===== src/rtl/ppid_pkg.sv =====
// ----------------------------------------------------------------------------
// ppid_pkg
// Shared types and constants for the positional PID controller with deadband.
// ----------------------------------------------------------------------------
package ppid_pkg;

  // Fixed field widths
  localparam int SAMPLE_W = 16;            // setpoint / measured width
  localparam int ERR_W    = SAMPLE_W + 1;  // error width
  localparam int DERR_W   = SAMPLE_W + 2;  // error change width
  localparam int GAIN_W   = 16;
  localparam int DRIVE_W  = 16;
  localparam int CFG_IDX_W = 3;
  localparam int CFG_DAT_W = 16;

  // Register indexes
  localparam logic [CFG_IDX_W-1:0] REG_GAIN_PROP   = 3'd0;
  localparam logic [CFG_IDX_W-1:0] REG_GAIN_INTEG  = 3'd1;
  localparam logic [CFG_IDX_W-1:0] REG_GAIN_DERIV  = 3'd2;
  localparam logic [CFG_IDX_W-1:0] REG_DEAD_BAND   = 3'd3;
  localparam logic [CFG_IDX_W-1:0] REG_DRIVE_UPPER = 3'd4;
  localparam logic [CFG_IDX_W-1:0] REG_DRIVE_LOWER = 3'd5;

  // Register reset values
  localparam logic [GAIN_W-1:0]         GAIN_PROP_RST   = 16'd3;
  localparam logic [GAIN_W-1:0]         GAIN_INTEG_RST  = 16'd1;
  localparam logic [GAIN_W-1:0]         GAIN_DERIV_RST  = 16'd0;
  localparam logic [GAIN_W-1:0]         DEAD_BAND_RST   = 16'd3;
  localparam logic signed [DRIVE_W-1:0] DRIVE_UPPER_RST = 16'sd1800;
  localparam logic signed [DRIVE_W-1:0] DRIVE_LOWER_RST = -16'sd1800;

  // Operation codes
  localparam logic OP_STEP  = 1'b0;
  localparam logic OP_CLEAR = 1'b1;

  typedef struct packed {
    logic                         op;
    logic signed [SAMPLE_W-1:0]   setpoint;
    logic signed [SAMPLE_W-1:0]   measured;
  } pid_in_t;

  typedef struct packed {
    logic signed [DRIVE_W-1:0]    drive;
    logic                         held;
    logic                         clamped;
  } pid_out_t;

  typedef struct packed {
    logic [GAIN_W-1:0]            gain_prop;
    logic [GAIN_W-1:0]            gain_integ;
    logic [GAIN_W-1:0]            gain_deriv;
    logic [GAIN_W-1:0]            dead_band;
    logic signed [DRIVE_W-1:0]    drive_upper;
    logic signed [DRIVE_W-1:0]    drive_lower;
  } pid_cfg_t;

endpackage


===== src/rtl/ppid_cfg_regs.sv =====
// ----------------------------------------------------------------------------
// ppid_cfg_regs
// Configuration register file: gains, deadband and drive limits.
// ----------------------------------------------------------------------------
module ppid_cfg_regs (
  input  logic                               clk,
  input  logic                               rst_n,
  input  logic                               wr_en,
  input  logic [ppid_pkg::CFG_IDX_W-1:0]     wr_index,
  input  logic [ppid_pkg::CFG_DAT_W-1:0]     wr_data,
  output ppid_pkg::pid_cfg_t                 cfg
);

  ppid_pkg::pid_cfg_t cfg_r;

  // Register writes; unknown indexes are dropped
  always_ff @(posedge clk) begin
    if (!rst_n) begin
      cfg_r.gain_prop   <= ppid_pkg::GAIN_PROP_RST;
      cfg_r.gain_integ  <= ppid_pkg::GAIN_INTEG_RST;
      cfg_r.gain_deriv  <= ppid_pkg::GAIN_DERIV_RST;
      cfg_r.dead_band   <= ppid_pkg::DEAD_BAND_RST;
      cfg_r.drive_upper <= ppid_pkg::DRIVE_UPPER_RST;
      cfg_r.drive_lower <= ppid_pkg::DRIVE_LOWER_RST;
    end else if (wr_en) begin
      unique case (wr_index)
        ppid_pkg::REG_GAIN_PROP:   cfg_r.gain_prop   <= wr_data;
        ppid_pkg::REG_GAIN_INTEG:  cfg_r.gain_integ  <= wr_data;
        ppid_pkg::REG_GAIN_DERIV:  cfg_r.gain_deriv  <= wr_data;
        ppid_pkg::REG_DEAD_BAND:   cfg_r.dead_band   <= wr_data;
        ppid_pkg::REG_DRIVE_UPPER: cfg_r.drive_upper <= $signed(wr_data);
        ppid_pkg::REG_DRIVE_LOWER: cfg_r.drive_lower <= $signed(wr_data);
        default: ;
      endcase
    end
  end

  assign cfg = cfg_r;

endmodule


===== src/rtl/ppid_datapath.sv =====
// ----------------------------------------------------------------------------
// ppid_datapath
// Single-pass PID step: error, integral, weighted sum, deadband and clamp; a clear op zeroes state and result.
// ----------------------------------------------------------------------------
module ppid_datapath #(
  parameter int SUM_WIDTH = 32
) (
  input  ppid_pkg::pid_in_t                      item,
  input  ppid_pkg::pid_cfg_t                     cfg,
  input  logic signed [ppid_pkg::ERR_W-1:0]      last_error,
  input  logic signed [SUM_WIDTH-1:0]            error_sum,
  input  logic signed [ppid_pkg::DRIVE_W-1:0]    last_drive,
  output logic signed [ppid_pkg::ERR_W-1:0]      last_error_nxt,
  output logic signed [SUM_WIDTH-1:0]            error_sum_nxt,
  output logic signed [ppid_pkg::DRIVE_W-1:0]    last_drive_nxt,
  output ppid_pkg::pid_out_t                     result
);

  localparam int EW   = ppid_pkg::ERR_W;
  localparam int DEW  = ppid_pkg::DERR_W;
  localparam int GW   = ppid_pkg::GAIN_W + 1;           // gain as signed
  localparam int AW   = ((SUM_WIDTH > EW) ? SUM_WIDTH : EW) + 1;
  localparam int PPW  = GW + EW;                       // prop product
  localparam int PIW  = GW + SUM_WIDTH;                // integ product
  localparam int PDW  = GW + DEW;                      // deriv product
  localparam int PMW  = (PIW > PDW) ? PIW : PDW;
  localparam int TW   = PMW + 2;                       // total, no overflow
  localparam int CW   = TW - 1;                        // total >>> 1

  logic signed [EW-1:0]        err;
  logic signed [DEW-1:0]       derr;
  logic signed [AW-1:0]        sum_wide;
  logic signed [SUM_WIDTH-1:0] sum_sat;
  logic                        sum_ovf;
  logic [EW-1:0]               err_mag;
  logic                        in_band;
  logic signed [PPW-1:0]       p_prop;
  logic signed [PIW-1:0]       p_integ;
  logic signed [PDW-1:0]       p_deriv;
  logic signed [TW-1:0]        total;
  logic signed [CW-1:0]        cand;
  logic signed [CW-1:0]        lim_up;
  logic signed [CW-1:0]        lim_lo;
  logic signed [ppid_pkg::DRIVE_W-1:0] drive;
  logic                        clamped;

  // Error and error change
  assign err  = EW'(item.setpoint) - EW'(item.measured);
  assign derr = DEW'(err) - DEW'(last_error);

  // Integral with saturation at SUM_WIDTH bits
  assign sum_wide = AW'(error_sum) + AW'(err);
  assign sum_ovf  = (sum_wide[AW-1:SUM_WIDTH-1] != '0) &&
                    (sum_wide[AW-1:SUM_WIDTH-1] != '1);
  always_comb begin
    if (sum_ovf) begin
      sum_sat = sum_wide[AW-1] ? {1'b1, {(SUM_WIDTH-1){1'b0}}}
                               : {1'b0, {(SUM_WIDTH-1){1'b1}}};
    end else begin
      sum_sat = sum_wide[SUM_WIDTH-1:0];
    end
  end

  // Deadband test on error magnitude
  assign err_mag = err[EW-1] ? EW'(-err) : EW'(err);
  assign in_band = err_mag < EW'({1'b0, cfg.dead_band});

  // Gain terms, full width
  assign p_prop  = $signed({1'b0, cfg.gain_prop})  * err;
  assign p_integ = $signed({1'b0, cfg.gain_integ}) * sum_sat;
  assign p_deriv = $signed({1'b0, cfg.gain_deriv}) * derr;
  assign total   = TW'(p_prop) + TW'(p_integ) + TW'(p_deriv);

  // Candidate drive: held value or floor(total / 2)
  assign cand   = in_band ? CW'(last_drive) : total[TW-1:1];
  assign lim_up = CW'(cfg.drive_upper);
  assign lim_lo = CW'(cfg.drive_lower);

  // Clamp, upper limit checked first
  always_comb begin
    priority if (cand >= lim_up) begin
      drive   = cfg.drive_upper;
      clamped = 1'b1;
    end else if (cand <= lim_lo) begin
      drive   = cfg.drive_lower;
      clamped = 1'b1;
    end else begin
      drive   = cand[ppid_pkg::DRIVE_W-1:0];
      clamped = 1'b0;
    end
  end

  // Clear op zeroes state and result
  always_comb begin
    if (item.op == ppid_pkg::OP_CLEAR) begin
      last_error_nxt = '0;
      error_sum_nxt  = '0;
      last_drive_nxt = '0;
      result.drive   = '0;
      result.held    = 1'b0;
      result.clamped = 1'b0;
    end else begin
      last_error_nxt = err;
      error_sum_nxt  = sum_sat;
      last_drive_nxt = drive;
      result.drive   = drive;
      result.held    = in_band;
      result.clamped = clamped;
    end
  end

endmodule


===== src/rtl/positional_pid_deadband_core.sv =====
// ----------------------------------------------------------------------------
// positional_pid_deadband_core
// Positional PID speed controller with deadband and drive clamp.
// ----------------------------------------------------------------------------
//  channel | ports                               | transfer when
//  --------+-------------------------------------+---------------------------
//  input   | in_valid, in_stall, in_data         | in_valid && !in_stall
//  result  | out_valid, out_stall, out_data      | out_valid && !out_stall
//  config  | cfg_valid, cfg_ready, cfg_index/data| cfg_valid && cfg_ready
//
// One transaction per cycle sustained while the result is not stalled; a result
// passes through the input register, then the result register, before it
// leaves. The combinational PID step with its three gain multiplies sits
// between those two registers.
// Reset is synchronous and active low; it restores register defaults and
// zeroes the controller state. A stalled result holds the pipe; the input
// register still takes one more transaction while the result waits.
module positional_pid_deadband_core #(
  parameter int SUM_WIDTH = 32
) (
  input  logic                              clk,
  input  logic                              rst_n,
  input  logic                              in_valid,
  output logic                              in_stall,
  input  ppid_pkg::pid_in_t                 in_data,
  output logic                              out_valid,
  input  logic                              out_stall,
  output ppid_pkg::pid_out_t                out_data,
  input  logic                              cfg_valid,
  output logic                              cfg_ready,
  input  logic [ppid_pkg::CFG_IDX_W-1:0]    cfg_index,
  input  logic [ppid_pkg::CFG_DAT_W-1:0]    cfg_data
);

  ppid_pkg::pid_cfg_t cfg;
  ppid_pkg::pid_in_t  item_r;
  ppid_pkg::pid_out_t result;
  ppid_pkg::pid_out_t out_r;
  logic               item_vld_r;
  logic               out_vld_r;
  logic               adv;
  logic               take;

  logic signed [ppid_pkg::ERR_W-1:0]   last_error_r;
  logic signed [SUM_WIDTH-1:0]         error_sum_r;
  logic signed [ppid_pkg::DRIVE_W-1:0] last_drive_r;
  logic signed [ppid_pkg::ERR_W-1:0]   last_error_nxt;
  logic signed [SUM_WIDTH-1:0]         error_sum_nxt;
  logic signed [ppid_pkg::DRIVE_W-1:0] last_drive_nxt;

  // Configuration registers
  assign cfg_ready = 1'b1;

  ppid_cfg_regs u_cfg (
    .clk      (clk),
    .rst_n    (rst_n),
    .wr_en    (cfg_valid && cfg_ready),
    .wr_index (cfg_index),
    .wr_data  (cfg_data),
    .cfg      (cfg)
  );

  // Pipeline flow control
  assign adv      = item_vld_r && (!out_vld_r || !out_stall);
  assign in_stall = item_vld_r && !adv;
  assign take     = in_valid && !in_stall;

  // Input register
  always_ff @(posedge clk) begin
    if (!rst_n) begin
      item_vld_r <= 1'b0;
    end else if (take) begin
      item_vld_r <= 1'b1;
    end else if (adv) begin
      item_vld_r <= 1'b0;
    end
  end

  always_ff @(posedge clk) begin
    if (take) begin
      item_r <= in_data;
    end
  end

  // PID step
  ppid_datapath #(
    .SUM_WIDTH (SUM_WIDTH)
  ) u_dp (
    .item           (item_r),
    .cfg            (cfg),
    .last_error     (last_error_r),
    .error_sum      (error_sum_r),
    .last_drive     (last_drive_r),
    .last_error_nxt (last_error_nxt),
    .error_sum_nxt  (error_sum_nxt),
    .last_drive_nxt (last_drive_nxt),
    .result         (result)
  );

  // Controller state, updated as each transaction moves to the result stage
  always_ff @(posedge clk) begin
    if (!rst_n) begin
      last_error_r <= '0;
      error_sum_r  <= '0;
      last_drive_r <= '0;
    end else if (adv) begin
      last_error_r <= last_error_nxt;
      error_sum_r  <= error_sum_nxt;
      last_drive_r <= last_drive_nxt;
    end
  end

  // Result register
  always_ff @(posedge clk) begin
    if (!rst_n) begin
      out_vld_r <= 1'b0;
    end else if (adv) begin
      out_vld_r <= 1'b1;
    end else if (!out_stall) begin
      out_vld_r <= 1'b0;
    end
  end

  always_ff @(posedge clk) begin
    if (adv) begin
      out_r <= result;
    end
  end

  assign out_valid = out_vld_r;
  assign out_data  = out_r;

endmodule

===== config.mk =====
export PLATFORM = sky130hd
export DESIGN_NAME = positional_pid_deadband_core
export DESIGN_NICKNAME = d
export VERILOG_FILES = /design/src/rtl/ppid_pkg.sv /design/src/rtl/ppid_cfg_regs.sv /design/src/rtl/ppid_datapath.sv /design/src/rtl/positional_pid_deadband_core.sv
export SDC_FILE = /design/constraint.sdc
export NUM_CORES = 2
export LEC_CHECK = 0
export CAP_MARGIN = 40
export CORE_ASPECT_RATIO = 0.7
export CORE_MARGIN = 1
export CORE_UTILIZATION = 55
export CTS_CLUSTER_DIAMETER = 30
export DETAILED_ROUTE_END_ITERATION = 6
export DONT_BUFFER_PORTS = 1
export HOLD_SLACK_MARGIN = 0.12
export MAX_ROUTING_LAYER = met4
export PLACE_DENSITY = 0.71
export SYNTH_ARGS = -nofsm -noshare
export SYNTH_HDL_FRONTEND = slang
export SYNTH_SLANG_ARGS = --single-unit

===== constraint.sdc =====
create_clock -name clk -period 17 [get_ports clk]
set_clock_uncertainty 0.05 [all_clocks]
set_input_delay 0.85 -clock clk [delete_from_list [all_inputs] [get_ports clk]]
set_output_delay 0.85 -clock clk [all_outputs]
set_load 0.01 [all_outputs]

==> impl_metrics.toml <==
[critical_path]
setup.worst_path.end_class = "flop"
start_kind = "flop"
cp.required_ns = 17.46
critPathKind = "flop to flop"
r2r_cells = 50
arrival_ns = 16.79
critPathMaxStageDelay_ns = 0.95
rr_startpoint = "item_r[0]$_DFFE_PP_"
worst-path-max-fanout = 23
ff2ff_setup_slack_ns = 0.67
worstReg2RegEnd = "last_drive_r[4]$_SDFFE_PN0P_"
path_common_cell = "fa_1"
critPathSlowestCell = "fa_1"

[die]
rows = 96
io-pin-count = 78
placeableCoreArea_um2 = 98700
dieArea_um2 = 102000
die_x_um = 381
die_h_um = 267
initial_utilization_pct = 56.0

[route]
drc = 0
dr.pass1.iters = 6
viasPerCell = 5.68
wl_per_cell_um = 22.7
ant_nets = 0
drtIter0Drc = 3987
drt_wl_total_um = 167000
vias = 41600

[cts]
post-cts-setup-buffers = 0
root_buffer = "clkbuf_16"
cts.sinks = 214
clock_latency_ns = 0.63
cts_tree = "built"
htreeDepth = 2
numCtsBuffers = 53
cts.clk_slew.worst_paths_ns = 0.05
clock_path_buffers = 3

[placement]
place_inst = 7237
post-place-ws_ns = 0.859
dpl-instance-area_um2 = 57300
hpwl_um = 139000
io_buffers = 0
gp_congestion = 1.02

[synthesis]
syn-num-nets = 7808
synth_top_area_share_pct = 43.4
synth_edf_count = 51
ys_async_sr_fraction_pct = 0
ys_types = 85
synth_area_um2 = 55300
synth_top_cell_by_area = "fa_1"
ys_ff_latch = 214
ys_warn_count = 0
syn_area_per_cell_um2 = 9.14
yosysSeqAreaShare_pct = 8.67
syn-instance-count = 6050
synth_ff_type = "dfxtp_1"
yosysMostFrequentCell = "inv_1"
yosys-top-cells-area = "fa_1, ha_1, inv_1"
synth_common_cells = "inv_1, fa_1, nand2_1"

[worst_hold_path]
min-delay-start = "in_data[24]"
hp-class = "input port to flop"
min_path_cells = 0
whs_endpoint = "item_r[24]$_DFFE_PP_"

[final_layout]
instances_no_fill = 7337
final_nets = 7727
area_delta_synth_final_pct = 7.17
drive_above_1_share_pct = 5.00
final_cell_area_um2 = 59300
num_antenna_cells = 0
n_fill_cell = 8538

[global_routing]
grt_remaining_overflow = 0
grt_max_degree = 119
grt_pass1_vias = 43300
grtUsageTotal_pct = 35.1
grt_pass1_wl_um = 261000
antenna_found_initial = 2

[sta]
relSlewSlack_pct = 32.1
drv_slew = 0
period_needed_ns = 16.33
fin_ws_ns = 0.675
rsz0062_at_grt = "no"
tightestPinTransition_ns = 1.02
final-setup-viol-count = 0
hold_violations = 0
fmax_ghz = 0.0613
min_period_over_period_pct = 96.0
finalSetupTns_ns = 0

[run]
cap_viol_max_count = 0

[outcome]
status = "finished, final reports clean"
==> critical path: cells and delay by family (launching register included) <==
kind            cells  cell delay, ns
buf+inv             9            1.61
fa+ha+maj          14            7.40
simple gates        7            1.47
compound gates     19            4.75
flops               1            0.37
xor+xnor            1            0.52
==> cell type report <==
class | count | area [µm²] | area share [%]
clock buffers | 62 | 1410 | 2.38
clock inverters | 38 | 502 | 0.847
inverters | 1295 | 4860 | 8.20
multi-input cells | 4276 | 44800 | 75.6
flip-flops and latches | 214 | 4810 | 8.12
well taps | 1323 | 1660 | 2.79
repair buffers | 129 | 1240 | 2.10
==> worst max-delay path by stage <==
stage	start	to	cells after the start
2_1_floorplan	item_r[18]$_DFFE_PP_	out_data[6]$_SDFFCE_PP0P_	56
3_3_place_gp	item_r[1]$_DFFE_PP_	out_data[10]$_SDFFCE_PP0P_	49
3_5_place_dp	item_r[0]$_DFFE_PP_	out_data[16]$_SDFFCE_PP0P_	53
4_1_cts	item_r[0]$_DFFE_PP_	out_data[16]$_SDFFCE_PP0P_	53
5_1_grt	item_r[0]$_DFFE_PP_	out_data[15]$_SDFFCE_PP0P_	57
6_report	item_r[0]$_DFFE_PP_	last_drive_r[4]$_SDFFE_PN0P_	50
==> state kept, by name (all words and copies together) (netlist names) <==
name	cells
item_r	33
out_valid	1
u_cfg.cfg	96
item_vld_r	1
error_sum_r	32
last_drive_r	16
last_error_r	17
out_data	18
==> routing by layer <==
metal	part of all wire (%)	GRT usage (%)
met3	14	13.2
met2	39	46.4
met1	43	49.5
met5	0	-
met4	3.7	10.8
==> layout by cell type (no fill, tap or decap), drive strengths merged, types with 28 or more instances in the layout <==
cell       n
nand2b    32
a21oi    167
fa      1198
inv     1298
ha       503
edfxtp    51
nor2b     88
xor2      47
nand3     71
dfxtp    163
nor2     125
a21o      85
xnor2     62
and2     463
nand4     35
nand2    826
o211ai    38
a21boi    83
nor3      29
a22oi     28
clkbuf    62
o21ai    141
buf      129
==> metrics by stage <==
step / utilization [%] / hold slack (ns)
2_1_floorplan: - / 0.382
6_report: 60.0 / 0.258
4_1_cts: 60.0 / 0.236
3_3_place_gp: 57.6 / 0.391
5_1_grt: 60.0 / 0.237
3_5_place_dp: 58.1 / 0.401
==> kinds of logic (layout without fill, tap and decap cells) <==
family,count (synthesis),count (layout),share of synthesized area (%)
and+or+nand+nor,1728,1728,15.1
adders and majority gates,1705,1705,54.8
buffers and inverters,1560,1524,10.6
AOI/OAI and AO/OA,714,714,8.63
DFF,214,214,8.67
xor gates and xnor gates,109,109,1.73
muxes,19,19,0.389
other,1,1,0.00678
==> repair_timing <==
| action | 4_1_cts | 5_1_grt |
|---|---|---|
| gates resized for setup | 0 | 6 |
| hold buffers | 0 | 0 |
| setup endpoints to repair | 0 | 32 |
Power is not shown: default switching activity piles up to over one toggle a cycle in this logic, so the estimate is an artifact.
